===== src/sv/sacd_pkg.sv =====
package sacd_pkg;

    localparam int POS_W  = 32;
    localparam int VEL_W  = 16;
    localparam int SIZE_W = 16;
    localparam int DIR_W  = 4;

    localparam logic [DIR_W-1:0] DIR_NORTH = 4'b0001;
    localparam logic [DIR_W-1:0] DIR_EAST  = 4'b0010;
    localparam logic [DIR_W-1:0] DIR_SOUTH = 4'b0100;
    localparam logic [DIR_W-1:0] DIR_WEST  = 4'b1000;

    typedef struct packed {
        logic signed [POS_W-1:0]  mover_x;
        logic signed [POS_W-1:0]  mover_y;
        logic signed [VEL_W-1:0]  mover_vel_x;
        logic signed [VEL_W-1:0]  mover_vel_y;
        logic        [SIZE_W-1:0] mover_width;
        logic        [SIZE_W-1:0] mover_height;
        logic signed [POS_W-1:0]  target_x;
        logic signed [POS_W-1:0]  target_y;
        logic        [SIZE_W-1:0] target_width;
        logic        [SIZE_W-1:0] target_height;
    } req_t;

endpackage


===== src/sv/sacd_req_if.sv =====
interface sacd_req_if;
    logic                               valid;
    logic                               ready;
    logic signed [sacd_pkg::POS_W-1:0]  mover_x;
    logic signed [sacd_pkg::POS_W-1:0]  mover_y;
    logic signed [sacd_pkg::VEL_W-1:0]  mover_vel_x;
    logic signed [sacd_pkg::VEL_W-1:0]  mover_vel_y;
    logic        [sacd_pkg::SIZE_W-1:0] mover_width;
    logic        [sacd_pkg::SIZE_W-1:0] mover_height;
    logic signed [sacd_pkg::POS_W-1:0]  target_x;
    logic signed [sacd_pkg::POS_W-1:0]  target_y;
    logic        [sacd_pkg::SIZE_W-1:0] target_width;
    logic        [sacd_pkg::SIZE_W-1:0] target_height;

    modport source (
        output valid, mover_x, mover_y, mover_vel_x, mover_vel_y, mover_width,
               mover_height, target_x, target_y, target_width, target_height,
        input  ready
    );

    modport sink (
        input  valid, mover_x, mover_y, mover_vel_x, mover_vel_y, mover_width,
               mover_height, target_x, target_y, target_width, target_height,
        output ready
    );
endinterface


===== src/sv/sacd_rsp_if.sv =====
interface sacd_rsp_if;
    logic                             valid;
    logic                             ready;
    logic [sacd_pkg::DIR_W-1:0]       hit_directions;

    modport source (
        output valid, hit_directions,
        input  ready
    );

    modport sink (
        input  valid, hit_directions,
        output ready
    );
endinterface


===== src/sv/sacd_core.sv =====
module sacd_core #(
    parameter int FRACTION_BITS = 4
) (
    input  sacd_pkg::req_t              req,
    output logic [sacd_pkg::DIR_W-1:0]  hit_directions
);

    localparam int HALF_W   = sacd_pkg::SIZE_W - 1 + FRACTION_BITS;
    localparam int WIDE_W   = (HALF_W + 1 > sacd_pkg::POS_W) ? HALF_W + 1 : sacd_pkg::POS_W;
    localparam int CORNER_W = WIDE_W + 2;

    typedef logic signed [CORNER_W-1:0] corner_t;

    function automatic logic strictly_between(corner_t p, corner_t lo, corner_t hi);
        return (p > lo) && (p < hi);
    endfunction

    logic [HALF_W-1:0] mhw_u, mhh_u, thw_u, thh_u;
    corner_t mx, my, vx, vy, tx, ty, mhw, mhh, thw, thh;
    corner_t t_ax, t_ay, t_bx, t_by;
    corner_t sax, say, sbx, sby;
    corner_t ax, ay, bx, by;
    logic aax, aay, bbx, bby, alx, aly, hit;
    logic xok, yok;

    assign mhw_u = HALF_W'(req.mover_width  >> 1) << FRACTION_BITS;
    assign mhh_u = HALF_W'(req.mover_height >> 1) << FRACTION_BITS;
    assign thw_u = HALF_W'(req.target_width  >> 1) << FRACTION_BITS;
    assign thh_u = HALF_W'(req.target_height >> 1) << FRACTION_BITS;

    assign mhw = CORNER_W'($signed({1'b0, mhw_u}));
    assign mhh = CORNER_W'($signed({1'b0, mhh_u}));
    assign thw = CORNER_W'($signed({1'b0, thw_u}));
    assign thh = CORNER_W'($signed({1'b0, thh_u}));

    assign mx = CORNER_W'(req.mover_x);
    assign my = CORNER_W'(req.mover_y);
    assign vx = CORNER_W'(req.mover_vel_x);
    assign vy = CORNER_W'(req.mover_vel_y);
    assign tx = CORNER_W'(req.target_x);
    assign ty = CORNER_W'(req.target_y);

    assign t_ax = tx - thw;
    assign t_ay = ty - thh;
    assign t_bx = tx + thw;
    assign t_by = ty + thh;

    // mover at rest
    assign sax = mx - mhw;
    assign say = my - mhh;
    assign sbx = mx + mhw;
    assign sby = my + mhh;

    // mover after one step of velocity
    assign ax = sax + vx;
    assign ay = say + vy;
    assign bx = sbx + vx;
    assign by = sby + vy;

    always_comb
    begin
        aax = strictly_between(ax, t_ax, t_bx);
        aay = strictly_between(ay, t_ay, t_by);
        bbx = strictly_between(bx, t_ax, t_bx);
        bby = strictly_between(by, t_ay, t_by);
        alx = (ax == t_ax) || (bx == t_bx);
        aly = (ay == t_ay) || (by == t_by);

        hit = (aax && bby) || (aay && bbx) || (aax && aay) || (bbx && bby)
            || (alx && (aay || bby)) || (aly && (aax || bbx)) || (alx && aly);

        xok = strictly_between(sax, t_ax, t_bx) || strictly_between(sbx, t_ax, t_bx)
            || (sax == t_ax) || (sbx == t_bx);
        yok = strictly_between(say, t_ay, t_by) || strictly_between(sby, t_ay, t_by)
            || (say == t_ay) || (sby == t_by);

        hit_directions = '0;
        if (hit)
        begin
            if (!req.mover_vel_x[sacd_pkg::VEL_W-1] && (req.mover_vel_x != '0) && yok)
                hit_directions = hit_directions | sacd_pkg::DIR_EAST;
            if (req.mover_vel_x[sacd_pkg::VEL_W-1] && yok)
                hit_directions = hit_directions | sacd_pkg::DIR_WEST;
            if (!req.mover_vel_y[sacd_pkg::VEL_W-1] && (req.mover_vel_y != '0) && xok)
                hit_directions = hit_directions | sacd_pkg::DIR_NORTH;
            if (req.mover_vel_y[sacd_pkg::VEL_W-1] && xok)
                hit_directions = hit_directions | sacd_pkg::DIR_SOUTH;
        end
    end

endmodule


===== src/sv/swept_aabb_collision_direction.sv =====
// Swept box collision direction. Takes one request per cycle while the
// response side keeps up and returns one 4-bit side mask (north, east, south,
// west) per request, in order. The request is captured in an input register,
// the corner sums and edge compares run in one combinational pass, and the
// mask lands in an output register. Under backpressure the input register
// still fills, and the request side stalls once both registers hold a
// request.
module swept_aabb_collision_direction #(
    parameter int FRACTION_BITS = 4
) (
    input  logic         clk,
    input  logic         rst_n,
    sacd_req_if.sink     req,
    sacd_rsp_if.source   rsp
);

    logic                        s1_valid_reg, s1_valid_next;
    sacd_pkg::req_t              s1_data_reg;
    logic                        out_valid_reg, out_valid_next;
    logic [sacd_pkg::DIR_W-1:0]  out_dirs_reg;
    logic [sacd_pkg::DIR_W-1:0]  dirs;
    logic                        s2_ready, s1_ready;
    sacd_pkg::req_t              req_data;

    assign s2_ready  = !out_valid_reg || rsp.ready;
    assign s1_ready  = !s1_valid_reg || s2_ready;
    assign req.ready = s1_ready;

    assign req_data.mover_x       = req.mover_x;
    assign req_data.mover_y       = req.mover_y;
    assign req_data.mover_vel_x   = req.mover_vel_x;
    assign req_data.mover_vel_y   = req.mover_vel_y;
    assign req_data.mover_width   = req.mover_width;
    assign req_data.mover_height  = req.mover_height;
    assign req_data.target_x      = req.target_x;
    assign req_data.target_y      = req.target_y;
    assign req_data.target_width  = req.target_width;
    assign req_data.target_height = req.target_height;

    sacd_core #(
        .FRACTION_BITS (FRACTION_BITS)
    ) u_core (
        .req            (s1_data_reg),
        .hit_directions (dirs)
    );

    always_comb
    begin
        s1_valid_next  = s1_ready ? req.valid : s1_valid_reg;
        out_valid_next = s2_ready ? s1_valid_reg : out_valid_reg;
    end

    always_ff @(posedge clk or negedge rst_n)
    begin
        if (!rst_n)
        begin
            s1_valid_reg  <= 1'b0;
            out_valid_reg <= 1'b0;
        end
        else
        begin
            s1_valid_reg  <= s1_valid_next;
            out_valid_reg <= out_valid_next;
        end
    end

    always_ff @(posedge clk)
    begin
        if (s1_ready && req.valid)
            s1_data_reg <= req_data;
        if (s2_ready && s1_valid_reg)
            out_dirs_reg <= dirs;
    end

    assign rsp.valid          = out_valid_reg;
    assign rsp.hit_directions = out_dirs_reg;

endmodule

===== src/flat_wrapper.sv =====
// flat-port wrapper written by rule: the top's interface ports become plain ports
module swept_aabb_collision_direction_flat 
#(
    parameter int FRACTION_BITS = 4
)
  (clk, rst_n, req_valid, req_mover_x, req_mover_y, req_mover_vel_x, req_mover_vel_y, req_mover_width, req_mover_height, req_target_x, req_target_y, req_target_width, req_target_height, req_ready, rsp_valid, rsp_hit_directions, rsp_ready);
  sacd_req_if req_i ();
  sacd_rsp_if rsp_i ();
  input  logic clk;
  input  logic rst_n;
  input wire logic [$bits(req_i.valid)-1:0] req_valid;
  input wire logic [$bits(req_i.mover_x)-1:0] req_mover_x;
  input wire logic [$bits(req_i.mover_y)-1:0] req_mover_y;
  input wire logic [$bits(req_i.mover_vel_x)-1:0] req_mover_vel_x;
  input wire logic [$bits(req_i.mover_vel_y)-1:0] req_mover_vel_y;
  input wire logic [$bits(req_i.mover_width)-1:0] req_mover_width;
  input wire logic [$bits(req_i.mover_height)-1:0] req_mover_height;
  input wire logic [$bits(req_i.target_x)-1:0] req_target_x;
  input wire logic [$bits(req_i.target_y)-1:0] req_target_y;
  input wire logic [$bits(req_i.target_width)-1:0] req_target_width;
  input wire logic [$bits(req_i.target_height)-1:0] req_target_height;
  output wire logic [$bits(req_i.ready)-1:0] req_ready;
  output wire logic [$bits(rsp_i.valid)-1:0] rsp_valid;
  output wire logic [$bits(rsp_i.hit_directions)-1:0] rsp_hit_directions;
  input wire logic [$bits(rsp_i.ready)-1:0] rsp_ready;
  assign req_i.valid = req_valid;
  assign req_i.mover_x = req_mover_x;
  assign req_i.mover_y = req_mover_y;
  assign req_i.mover_vel_x = req_mover_vel_x;
  assign req_i.mover_vel_y = req_mover_vel_y;
  assign req_i.mover_width = req_mover_width;
  assign req_i.mover_height = req_mover_height;
  assign req_i.target_x = req_target_x;
  assign req_i.target_y = req_target_y;
  assign req_i.target_width = req_target_width;
  assign req_i.target_height = req_target_height;
  assign req_ready = req_i.ready;
  assign rsp_valid = rsp_i.valid;
  assign rsp_hit_directions = rsp_i.hit_directions;
  assign rsp_i.ready = rsp_ready;
  swept_aabb_collision_direction #(.FRACTION_BITS(FRACTION_BITS)) u_core (.clk(clk), .rst_n(rst_n), .req(req_i), .rsp(rsp_i));
endmodule

===== config.mk =====
export PLATFORM = sky130hd
export DESIGN_NAME = swept_aabb_collision_direction_flat
export DESIGN_NICKNAME = d
export VERILOG_FILES = /design/src/sv/sacd_pkg.sv /design/src/sv/sacd_req_if.sv /design/src/sv/sacd_rsp_if.sv /design/src/sv/sacd_core.sv /design/src/sv/swept_aabb_collision_direction.sv /design/src/flat_wrapper.sv
export SDC_FILE = /design/constraint.sdc
export NUM_CORES = 1
export LEC_CHECK = 0
export ABC_AREA = 1
export CAP_MARGIN = 10
export CORE_MARGIN = 4
export CORE_UTILIZATION = 43
export CTS_CLUSTER_DIAMETER = 40
export CTS_CLUSTER_SIZE = 24
export DETAILED_ROUTE_END_ITERATION = 10
export DONT_BUFFER_PORTS = 1
export PLACE_DENSITY = 0.62
export SLEW_MARGIN = 5
export SYNTH_ARGS = -nofsm -noshare
export SYNTH_HDL_FRONTEND = slang
export SYNTH_HIERARCHICAL = 1
export SYNTH_SLANG_ARGS = --single-unit

===== constraint.sdc =====
create_clock -name clk -period 7.8 [get_ports clk]
set_input_delay 0.78 -clock clk [delete_from_list [all_inputs] [get_ports clk]]
set_output_delay 0.78 -clock clk [all_outputs]
set_load 0.02 [all_outputs]

; Yosys cells after proc, flatten, opt, wreduce, memory -nomap -nowiden
; Cells that the tools add are included.
[word_totals]
register_bits = 230
out_inout_bits = 6
[op_classes]
reduce_logical = 47
n_eq_ne = 8
n_mux = 4
add_sub_neg = 12
magnitude_cmp = 16
[ops]
columns = operator, n
row1 = 33-bit by 16-bit adder with 34-bit output, 4
row2 = 34-bit by 33-bit == test with 1-bit output, 4
row3 = 34-bit by 33-bit greater-than comparator with 1-bit output, 4
row4 = 34-bit by 33-bit < comparator with 1-bit output, 4
row5 = 32-bit by 20-bit adder with 33-bit output, 4
row6 = 33-bit == test, 4
row7 = 33-bit greater-than comparator, 4
row8 = 33-bit < comparator, 4
row9 = 32-bit by 20-bit subtractor with 33-bit output, 4
row10 = 16-bit nonzero test, 2
row11 = 1-bit logical AND, 23
row12 = 1-bit logical OR, 18
row13 = 1-bit logical NOT, 4
row14 = 4-bit two-way mux, 1
row15 = 3-bit two-way mux, 1
row16 = 2-bit two-way mux, 1
row17 = 1-bit two-way mux, 1

; Depth between registers and ports, before layout
; Gate-level depths: netlist of run 1.
[logic_depth]
ltp_word = 11
ltp_mapped = 43
depth_no_buf = 42

; Cells and area by module
; The synthesis of run 1 kept the hierarchy.
[by_module_without_submodules]
columns = mod, cells_per_inst, instances, area_each_um2
row1 = sacd_core, 3896, 1, 25948.6
row2 = swept_aabb_collision_direction, 240, 1, 6941.7

; Worst setup path after synthesis of run 1
; Ideal clock, no wire load.
[synth_timing]
kind = input to register
start = input rsp_ready
end = register u_core/s1_data_reg[0] (netlist name) (enable)
t_arrival_ns = 5.357
path_buffers = 0
setup_slack_ns = 1.867
required_time_ns = 7.224
stages = 4
setup_time_ns = 0.576
path_cell_list = inv_1 -> nand3_2 -> nand2_1 -> inv_1
[synth_via]
elab_chain_len = 3
[synth_rtl]
columns = element, line
row1 = from (decl), flat_wrapper.sv:25  ; input wire logic [$bits(rsp_i.ready)-1:0] rsp_ready;
row2 = 1-bit logical OR, swept_aabb_collision_direction.sv:25  ; assign s2_ready = !out_valid_reg || rsp.ready;
row3 = 1-bit logical OR, swept_aabb_collision_direction.sv:26  ; assign s1_ready = !s1_valid_reg || s2_ready;
row4 = named net req_ready, flat_wrapper.sv:22  ; output wire logic [$bits(req_i.ready)-1:0] req_ready;
row5 = 1-bit logical AND, swept_aabb_collision_direction.sv:69  ; if (s1_ready && req.valid)
row6 = to (signal assigned), swept_aabb_collision_direction.sv:70  ; s1_data_reg <= req_data;
row7 = to (decl), swept_aabb_collision_direction.sv:18  ; sacd_pkg::req_t s1_data_reg;
; The timed path passes the listed nets, and every way through them passes these cells.
; A chain may end at the register's enable or synchronous reset.

; Final worst setup path of run 1
[layout_timing]
start = register u_core/s1_data_reg[113] (netlist name)
end = register u_core.out_dirs_reg (netlist bit u_core/rsp.hit_directions[3]) (data pin)
[layout_via]
elab_chain_len = 11
elab_cells_between_ends = 27
classes_between = add/sub: 4 / order compare: 4 / eq/ne: 2 / reduce/logical: 17
[layout_rtl]
columns = element, line
row1 = 32-bit by 20-bit subtractor with 33-bit output or 32-bit by 20-bit adder with 33-bit output (tied branches), "sacd_core.sv:49, sacd_core.sv:51"
row2 = 33-bit by 16-bit adder with 34-bit output (on tied branches), "sacd_core.sv:55, sacd_core.sv:57"
row3 = 34-bit by 33-bit greater-than comparator with 1-bit output or 34-bit by 33-bit < comparator with 1-bit output (tied branches), sacd_core.sv:15  ; return (p > lo) && (p < hi);
row4 = 1-bit logical AND, sacd_core.sv:15
row5 = 1-bit logical AND, sacd_core.sv:69  ; hit = (aax && bby) || (aay && bbx) || (aax && aay) || (bbx && bby)
row6 = 1-bit logical OR (3 in series), sacd_core.sv:69
row7 = 1-bit logical OR (2 in series), sacd_core.sv:70  ; || (alx && (aay || bby)) || (aly && (aax || bbx)) || (alx && aly);
row8 = 1-bit logical OR (*), sacd_core.sv:70
row9 = to (signal assigned), swept_aabb_collision_direction.sv:72  ; out_dirs_reg <= dirs;
row10 = to (decl), swept_aabb_collision_direction.sv:20  ; logic [sacd_pkg::DIR_W-1:0] out_dirs_reg;
; Mark *: on every way between the ends. The rest lies on a longest branch, timed or not.

==> summary.md, run 1 <==
| Metric | Value |
|---|---|
| Outcome | finished, final reports clean |
| Startpoint Class | register |
| TritonCTS Buffers | 45 |
| Clock slew at reported path FFs | 0.06 ns |
| Worst-case clock buffer depth | 3 |
| Gr usage total | 0.2491 |
| Routed wire per std cell | 20.27 um |
| Critical-path maximum fanout | 5 |
| RSZ-0062 raised after global routing | false |
| Met1 WL | 43310 um |
| WS Path Type | reg -> reg |
| Hold WC Path Type | in -> reg |
| Worst slew pin tran | 0.8851 ns |
| Clk_lat worst skew | 0.61 ns |
| WL final | 104100 um |
| Die span in y | 284.1 um |
| Layout cells sized above 1 | 0.06144 |
| Final TNS setup | 0 ns |
| Vias in the first global route | 28060 |
| Worst setup EP type | register |
| # port buffers | 0 |
| WL met3 | 5029 um |
| Slew headroom | 0.4079 |
| # nets final | 5109 |
| Initial core utilization | 0.4372 |
| Ys Warns | 6 |
| Slowest CP cell | fa_1 |
| Final Cycle Share | 0.9078 |
| Final Hold Fails | 0 |
| Post-DR vias/cell | 5.614 |
| Worst path arrival time | 7.43 ns |
| Mapped cell area | 32770 um^2 |
| Congestion Overflow GR | 0 |
| Clk_skew | 0.01780 ns |
| Core area | 74950 um^2 |
| 1st-pass router iterations | 6 |
| Highest metal layer with signal wires | met5 |
| Worst setup margin | 0.7191 ns |
| Minimum clock period after layout | 7.081 ns |
| Most common cell type on the critical path | nand2_1 |
| Leak Pwr | 16.48 nW |
| ANT nets after route | 0 |
| HPWL Detailed | 89680 um |
| Die Area | 80690 um^2 |
| Remaining DRCs | 0 |
| Slew Viols, Final | 0 |
| Row cnt | 100 |
| Postcts setup bufs | 0 |
| DR vias | 28840 |
| Total clock sinks | 226 |
| VDD IR max | 201.5 uV |
| Iter 0 DRT Violations | 1757 |
| IO Count | 234 |
| Mapped Nets | 5111 |
| Max FFs per register | 220 |
| CTS root buffer | clkbuf_16 |
| CTS tree | built |
| Power Total | 8.439 mW |
| Synth Area per Inst | 7.931 um^2 |
| Pwr Density | 238.9 nW/um^2 |
| Pre-CTS setup slack | 0.7911 ns |
| Setup violators final | 0 |
| R2r setup slk | 0.72 ns |
| Final Wtd Congestion | 0.9770 |
| Crit path largest cell delay | 0.43 ns |
| Max cap viols | 0 |
| Global-route wire length before repair | 157400 um |
| F_max | 0.1412 GHz |
| Die Wd | 284.1 um |
| Gate Count Post-Synth | 4132 |
| Antenna violations before repair | 6 |
| Largest net degree at the start of global routing | 104 |
| Critical path required time | 8.15 ns |
| H-Tree Depth | 2 |
| Metal2 WL | 51190 um |
| Area delta synth->final | 7.812% |
## final timing paths
check                                         from                            to  cells after the start
min in group asynchronous                    rst_n              u_core/rsp.valid                      1
setup reg to reg           u_core/s1_data_reg[113]  u_core/rsp.hit_directions[3]                     38
max in group asynchronous                    rst_n           u_core/s1_valid_reg                      1
hold reg to reg                u_core/s1_valid_reg              u_core/rsp.valid                      2
setup / recovery           u_core/s1_data_reg[113]  u_core/rsp.hit_directions[3]                     38
hold / removal                     req_mover_x[31]       u_core/s1_data_reg[223]                      0
## repair_timing
item	in CTS	in global routing
endpoints found under the hold margin	2	0
endpoints found under the setup margin	0	0
hold buffers	1	0
resized for setup	0	0
## cell type report
type | count | area [um^2]
fillers | 7426 | 39620
repair buffers | 9 | 70.07
clock inverters | 35 | 400.4
multi-input cells | 3404 | 24050
well taps | 969 | 1212
flip-flops and latches | 226 | 6777
clock buffers | 49 | 1141
diodes | 1 | 2.502
inverters | 444 | 1674
## layout by cell type, fill, tap and decap left out, types with 8 or more instances in the layout
cell type	count
o21a_1	23
o21ai_1	18
fa_1	10
nand3_1	155
ha_1	741
nor4_1	31
inv_8	9
nor2_2	10
a21oi_1	464
a31oi_1	21
a21o_1	19
nand2_2	29
xnor2_1	81
nand2_1	687
o211ai_1	22
inv_2	21
clkbuf_16	45
nand4_1	107
inv_1	421
nor2_1	300
o21bai_1	10
o21ai_0	142
a21boi_1	9
buf_4	8
o221ai_1	11
inv_6	12
xor2_1	249
a21boi_2	9
nand3_2	11
o21ai_2	23
nor3_1	90
edfxtp_1	224
a211oi_1	17
a21oi_2	18
## metrics by stage
step	util	cells	hold WS [ns]	area, um^2
after floorplan	-	4132	0.4688	32770
after global placement	0.4507	5051	0.4767	33780
after detailed placement	0.4507	5051	0.4845	33780
after CTS	0.4714	5136	0.2184	35330
after global routing	0.4714	5136	0.2270	35330
final	0.4714	5137	0.2620	35330
## worst max-delay path: cells and delay by family (launching register included)
family / cells / cell delay (ns)
compound gates: 8 / 1.88
xor+xnor: 3 / 0.58
fa+ha+maj: 4 / 1.36
buf+inv: 1 / 0.06
flops: 1 / 0.39
simple gates: 22 / 2.56
## power by group
| part | internal (mW) | switching (mW) |
|---|---|---|
| sequential | 1.44 | 0.0972 |
| clock | 1.13 | 0.795 |
| combinational | 1.79 | 3.20 |
| total | 4.35 | 4.09 |
## layer usage
| metal | vias up | track usage |
|---|---|---|
| met5 | - | 0 |
| met4 | 2 | 0.1001 |
| met3 | 193 | 0.02949 |
| met2 | 784 | 0.4529 |
| met1 | 13310 | 0.2987 |
| li1 | 14550 | - |
(Power assumes the default switching activity.)
==> run 2: changes to the inputs <==
--- a/config.mk
+++ b/config.mk
@@ -5,7 +5,6 @@
 export SDC_FILE = /design/constraint.sdc
 export NUM_CORES = 1
 export LEC_CHECK = 0
-export ABC_AREA = 1
 export CAP_MARGIN = 10
 export CORE_MARGIN = 4
 export CORE_UTILIZATION = 43
==> summary.md, run 2 <==
| Metric | Value |
|---|---|
| Routed wire per std cell | 21.04 um (was 20.27 um) |
| Worst path arrival time | 7.70 ns (was 7.43 ns) |
| Mapped cell area | 31420 um^2 (was 32770 um^2) |
| Layout cells sized above 1 | 0.07084 (was 0.06144) |
| Total clock sinks | 226 (unchanged) |
| TritonCTS Buffers | 40 (was 45) |
| Critical path required time | 8.09 ns (was 8.15 ns) |
| Min-Delay Path Depth | 0 (unchanged) |
| Gate Count Post-Synth | 3532 (was 4132) |
| Max cap viols | 0 (unchanged) |
| # port buffers | 0 (unchanged) |
| Core area | 71980 um^2 (was 74950 um^2) |
| Max FFs per register | 220 (unchanged) |
| CP Depth | 35 (was 38) |
| WL final | 97030 um (was 104100 um) |
| Worst setup EP type | register (unchanged) |
| Final Hold Fails | 0 (unchanged) |
| Setup violators final | 0 (unchanged) |
| Ys Warns | 6 (unchanged) |
| F_max | 0.1349 GHz (was 0.1412 GHz) |
| Minimum clock period after layout | 7.411 ns (was 7.081 ns) |
| Slowest CP cell | edfxtp_1 (was fa_1) |
| Hold WC Path Type | in -> reg (unchanged) |
| Critical-path maximum fanout | 5 (unchanged) |
| ANT nets after route | 0 (unchanged) |
| Crit path largest cell delay | 0.40 ns (was 0.43 ns) |
| Post-DR vias/cell | 5.918 (was 5.614) |
| Final Cycle Share | 0.9501 (was 0.9078) |
| Clk_skew | 0.05627 ns (was 0.01780 ns) |
| Leak Pwr | 15.26 nW (was 16.48 nW) |
| Most common cell type on the critical path | a21oi_1 (was nand2_1) |
| Slew Viols, Final | 0 (unchanged) |
| Final TNS setup | 0 ns (unchanged) |
| Die Wd | 278.3 um (was 284.1 um) |
| Global-route wire length before repair | 146900 um (was 157400 um) |
| Row cnt | 98 (was 100) |
| H-Tree Depth | 2 (unchanged) |
| Clk_lat worst skew | 0.60 ns (was 0.61 ns) |
| Congestion Overflow GR | 0 (unchanged) |
| Worst slew pin tran | 1.087 ns (was 0.8851 ns) |
| Antenna violations before repair | 12 (was 6) |
| Worst reg-to-reg path cell count | 35 (was 38) |
| WS Path Type | reg -> reg (unchanged) |
| Mapped Nets | 4511 (was 5111) |
| Worst-case clock buffer depth | 3 (unchanged) |
| Die span in y | 278.3 um (was 284.1 um) |
| IO Count | 234 (unchanged) |
| Crit-path leading delay family | compound AO/OA/AOI/OAI gates (was simple AND/OR/NAND/NOR gates) |
| Synth Area per Inst | 8.895 um^2 (was 7.931 um^2) |
| HPWL Detailed | 81630 um (was 89680 um) |
| Final Wtd Congestion | 0.9594 (was 0.9770) |
| VDD IR max | 221.7 uV (was 201.5 uV) |
| Post-Layout Cell Count | 4611 (was 5137) |
| CTS root buffer | clkbuf_16 (unchanged) |
| Outcome | finished, final reports clean (unchanged) |
| Commonest non-fill, non-tap cell in the layout | ha_1 (unchanged) |
| Pwr Density | 231.8 nW/um^2 (was 238.9 nW/um^2) |
| Placed inst area | 33030 um^2 (was 33780 um^2) |
| Vias in the first global route | 25740 (was 28060) |
| CP bufs+invs | 5 (was 1) |
| Largest net degree at the start of global routing | 73 (was 104) |
| Iter 0 DRT Violations | 2037 (was 1757) |
| DR vias | 27290 (was 28840) |
| # nets final | 4604 (was 5109) |
| Initial core utilization | 0.4365 (was 0.4372) |
| Placed insts | 4519 (was 5051) |
| Startpoint Class | register (unchanged) |
| CTS tree | built (unchanged) |
| Final Instance Area | 34830 um^2 (was 35330 um^2) |
| Slew headroom | 0.2568 (was 0.4079) |
| Gr usage total | 0.2392 (was 0.2491) |
| 1st-pass router iterations | 8 (was 6) |
| Worst Hold Margin | 0.2733 ns (was 0.2620 ns) |
| Most frequent cells in the layout | ha_1 (741), a21oi_1 (304), nor2_1 (253), edfxtp_1 (224), nand2_1 (202) (was ha_1 (741), nand2_1 (687), a21oi_1 (464), inv_1 (421), nor2_1 (300)) |
| Remaining DRCs | 0 (unchanged) |
| Clock slew at reported path FFs | 0.06 ns (about the same) |
| Area delta synth->final | 10.85% (was 7.812%) |
| Die Area | 77450 um^2 (was 80690 um^2) |
[run 2: cell type report]
class                           count  area [um^2]
Antenna cell                        5        12.51
Clock buffer                       43         1012
Clock inverter                     30        366.6
Fill cell                        6834        37150
Inverter                          186        698.2
Multi-Input combinational cell   3076        24060
Sequential cell                   226         6777
Tap cell                          950         1189
Timing Repair Buffer               95        715.7
[run 2: worst paths after layout]
kind	start	endpoint	slack [ns]
worst min-delay path	req_target_height[10]	u_core/s1_data_reg[10]	0.27
worst min register to register	u_core/s1_valid_reg	u_core/rsp.valid	0.56
max in group asynchronous	rst_n	u_core/s1_valid_reg	7.25
worst max-delay path	u_core/s1_data_reg[113]	u_core/rsp.hit_directions[3]	0.39
min in group asynchronous	rst_n	u_core/rsp.valid	0.42
worst max register to register	u_core/s1_data_reg[113]	u_core/rsp.hit_directions[3]	0.39
[run 2: where the power goes]
group          switching, mW  total [mW]  leakage (nW)  internal (mW)
logic                   2.82        4.78          12.4           1.96
registers             0.0890        1.53          2.17           1.44
clock network          0.693        1.77         0.666           1.07
[run 2: stage by stage]
step / worst slack [ns] / util / power [mW]
after floorplan: 1.106 / - / 4.888
after detailed placement: -0.01011 / 0.4589 / 6.132
after global routing: -0.06973 / 0.4837 / 8.778
after global placement: 0.02532 / 0.4589 / 6.082
after CTS: 0.04195 / 0.4784 / 7.971
final: 0.3890 / 0.4839 / 8.074
[run 2: per-layer routing]
| metal | track usage | vias up | part of all wire |
|---|---|---|---|
| li1 | - | 13550 | - |
| met1 | 0.3407 | 12750 | 0.47 |
| met2 | 0.3600 | 822 | 0.42 |
| met3 | 0.06367 | 143 | 0.085 |
| met4 | 0.06044 | 16 | 0.026 |
| met5 | 0 | - | 0.0012 |
[run 2: what timing repair did]
item | 4_1_cts | 5_1_grt
pin swaps | 0 | 22
endpoints found under the setup margin | 4 | 4
gates resized for setup | 2 | 60
hold buffers | 1 | 0
hold endpoints to repair | 2 | 0
buffers inserted | 0 | 13
==> run 3: changes to the inputs <==
--- a/config.mk
+++ b/config.mk
@@ -5,14 +5,16 @@
 export SDC_FILE = /design/constraint.sdc
 export NUM_CORES = 1
 export LEC_CHECK = 0
+export BUFFER_PORTS_ARGS = -buffer_cell sky130_fd_sc_hd__buf_2
 export CAP_MARGIN = 10
+export CELL_PAD_IN_SITES_DETAIL_PLACEMENT = 0
+export CELL_PAD_IN_SITES_GLOBAL_PLACEMENT = 1
 export CORE_MARGIN = 4
 export CORE_UTILIZATION = 43
 export CTS_CLUSTER_DIAMETER = 40
 export CTS_CLUSTER_SIZE = 24
 export DETAILED_ROUTE_END_ITERATION = 10
-export DONT_BUFFER_PORTS = 1
-export PLACE_DENSITY = 0.62
+export PLACE_DENSITY = 0.79
 export SLEW_MARGIN = 5
 export SYNTH_ARGS = -nofsm -noshare
 export SYNTH_HDL_FRONTEND = slang
==> constraint.sdc (replaced) <==
create_clock -name clk -period 9.5 [get_ports clk]
set_input_delay 0.95 -clock clk [delete_from_list [all_inputs] [get_ports clk]]
set_output_delay 0.95 -clock clk [all_outputs]
set_load 0.02 [all_outputs]
==> summary.md, run 3 (synthesis gave the netlist of run 2 again) <==
| Metric | Value |
|---|---|
| Outcome | finished, final reports clean (unchanged) |
| Postcts setup bufs | 0 (unchanged) |
| Most common cell type on the critical path | a21oi_1 (unchanged) |
| TritonCTS Buffers | 37 (was 40) |
| Worst slew pin tran | 1.076 ns (was 1.087 ns) |
| Minimum clock period after layout | 8.518 ns (was 7.411 ns) |
| Placed insts | 4684 (was 4519) |
| CTS root buffer | clkbuf_16 (unchanged) |
| Max FFs per register | 220 (unchanged) |
| Area delta synth->final | 11.27% (was 10.85%) |
| 1st-pass router iterations | 6 (was 8) |
| Setup violators final | 0 (unchanged) |
| Total clock sinks | 226 (unchanged) |
| Global-route wire length before repair | 146200 um (was 146900 um) |
| Crit Reg-Reg Endpoint | u_core/rsp.hit_directions[1] (was u_core/rsp.hit_directions[3]) |
| Critical-path maximum fanout | 4 (was 5) |
| Die span in y | 278.3 um (unchanged) |
| Worst setup margin | 0.9820 ns (was 0.3890 ns) |
| Initial core utilization | 0.4365 (unchanged) |
| Max cap viols | 0 (unchanged) |
| Pwr Density | 183.4 nW/um^2 (was 231.8 nW/um^2) |
| Clock share of power | 0.210 (was 0.219) |
| Post-DR vias/cell | 5.772 (was 5.918) |
| Commonest non-fill, non-tap cell in the layout | ha_1 (unchanged) |
| Slew Viols, Final | 0 (unchanged) |
| Layout cells sized above 1 | 0.09287 (was 0.07084) |
| Clk_skew | 0.03988 ns (was 0.05627 ns) |
| ANT nets after route | 0 (unchanged) |
| Routed wire per std cell | 20.27 um (was 21.04 um) |
| Leak Pwr | 15.61 nW (was 15.26 nW) |
| RSZ-0062 raised after global routing | false |
| Worst path arrival time | 8.79 ns (was 7.70 ns) |
| R2r setup slk | 0.98 ns (was 0.39 ns) |
| Post-Layout Cell Count | 4754 (was 4611) |
| WS Path Type | reg -> reg (unchanged) |
| Sw frac | 0.4426 (was 0.4464) |
| Resized Gates After CTS | 0 (was 2) |
| Final TNS setup | 0 ns (unchanged) |
| Most frequent cells in the layout | ha_1 (741), a21oi_1 (313), nor2_1 (254), buf_2 (229), edfxtp_1 (224) (was ha_1 (741), a21oi_1 (304), nor2_1 (253), edfxtp_1 (224), nand2_1 (202)) |
| VDD IR max | 171.0 uV (was 221.7 uV) |
| Sequential Power Share | 0.196 (was 0.189) |
| Worst R2R Start | u_core/s1_data_reg[114] (was u_core/s1_data_reg[113]) |
| IO Count | 234 (unchanged) |
| Net Sw Power | 2.838 mW (was 3.604 mW) |
| CP bufs+invs | 2 (was 5) |
| P_int | 3.574 mW (was 4.470 mW) |
| Worst reg-to-reg path cell count | 31 (was 35) |
| Worst setup EP type | register (unchanged) |
| Slew headroom | 0.2638 (was 0.2568) |
| Die Wd | 278.3 um (unchanged) |
| # port buffers | 229 (was 0) |
| Clock slew at reported path FFs | 0.05 ns (was 0.06 ns) |
| Row cnt | 98 (unchanged) |
| Startpoint Class | register (unchanged) |
| Congestion Overflow GR | 0 (unchanged) |
| Crit path largest cell delay | 0.68 ns (was 0.40 ns) |
| Slowest CP cell | nor4_1 (was edfxtp_1) |
| Worst-case clock buffer depth | 3 (unchanged) |
| Vias in the first global route | 25460 (was 25740) |
| Final Hold Fails | 0 (unchanged) |
| WL final | 96360 um (was 97030 um) |
| Hold WC Path Type | in -> async (was in -> reg) |
| Core area | 71980 um^2 (unchanged) |
| Clk_lat worst skew | 0.57 ns (was 0.60 ns) |
| CTS tree | built (unchanged) |
| H-Tree Depth | 2 (unchanged) |
| Largest net degree at the start of global routing | 67 (was 73) |
| Final Wtd Congestion | 0.9180 (was 0.9594) |
| Critical path required time | 9.78 ns (was 8.09 ns) |
| Combinational share of power | 0.594 (was 0.592) |
| Final Cycle Share | 0.8966 (was 0.9501) |
| Iter 0 DRT Violations | 2225 (was 2037) |
| F_max | 0.1174 GHz (was 0.1349 GHz) |
| Die Area | 77450 um^2 (unchanged) |
| DR vias | 27440 (was 27290) |
| # nets final | 4752 (was 4604) |
| Crit-path leading delay family | compound AO/OA/AOI/OAI gates (unchanged) |
| Hold-fix buffers, CTS | 0 (was 1) |
| Pre-CTS setup slack | 1.275 ns (was -0.01011 ns) |
| Antenna violations before repair | 12 (unchanged) |
| Remaining DRCs | 0 (unchanged) |
| HPWL Detailed | 81640 um (was 81630 um) |
| Gr usage total | 0.2380 (was 0.2392) |
[run 3: cell types whose count changed in the layout (fill, tap and decap cells not counted), moves of 8 or more]
| cell | change |
|---|---|
| clkinv_2 | -8 |
| buf_2 | +229 |
| buf_4 | -77 |
| a21oi_2 | -9 |
| a21oi_1 | +9 |
| o21ai_0 | +8 |
[run 3: per-layer routing]
layer	up-vias	GRT usage	wire, um
met4	14	0.05446	2159
li1	13870	-	-
met1	12590	0.3542	47260
met2	838	0.3505	39190
met3	125	0.05142	7570
met5	-	0.009768	186
[run 3: layout make-up]
class	instances	area, um^2
Sequential cell	226	6777
Fill cell	6892	37020
Multi-Input combinational cell	3076	23760
Inverter	186	698.2
Antenna cell	3	7.507
Clock buffer	41	940.9
Timing Repair Buffer	246	1274
Tap cell	950	1189
Clock inverter	26	315.3
[run 3: worst max path at each step]
stage                                         endpoint  slack, ns  cells after the start               startpoint
after floorplan           u_core/rsp.hit_directions[3]       2.81                     37  u_core/s1_data_reg[114]
after global placement    u_core/rsp.hit_directions[0]       1.34                     38  u_core/s1_data_reg[114]
after detailed placement  u_core/rsp.hit_directions[1]       1.27                     38  u_core/s1_data_reg[114]
after CTS                 u_core/rsp.hit_directions[1]       1.21                     31  u_core/s1_data_reg[114]
after global routing      u_core/rsp.hit_directions[2]       0.34                     38  u_core/s1_data_reg[114]
final                     u_core/rsp.hit_directions[1]       0.98                     31  u_core/s1_data_reg[114]
[run 3: per-stage QoR]
stage | hold WS (ns) | instance area [um^2] | util | total power, mW
2_1_floorplan | 0.5113 | 31420 | - | 4.014
3_3_place_gp | 0.5206 | 33690 | 0.4680 | 4.956
3_5_place_dp | 0.5393 | 33690 | 0.4680 | 4.989
4_1_cts | 0.1354 | 34940 | 0.4855 | 6.390
5_1_grt | 0.1424 | 34950 | 0.4856 | 6.987
6_report | 0.1609 | 34960 | 0.4857 | 6.412
[run 3: power groups by stage]
stage | Sequential (mW) | Clock [mW] | Combinational, mW
final | 1.25 | 1.35 | 3.81
after floorplan | 1.24 | 0 | 2.77
after global placement | 1.27 | 0 | 3.69
after CTS | 1.25 | 1.38 | 3.75
after global routing | 1.26 | 1.44 | 4.29
after detailed placement | 1.27 | 0 | 3.72
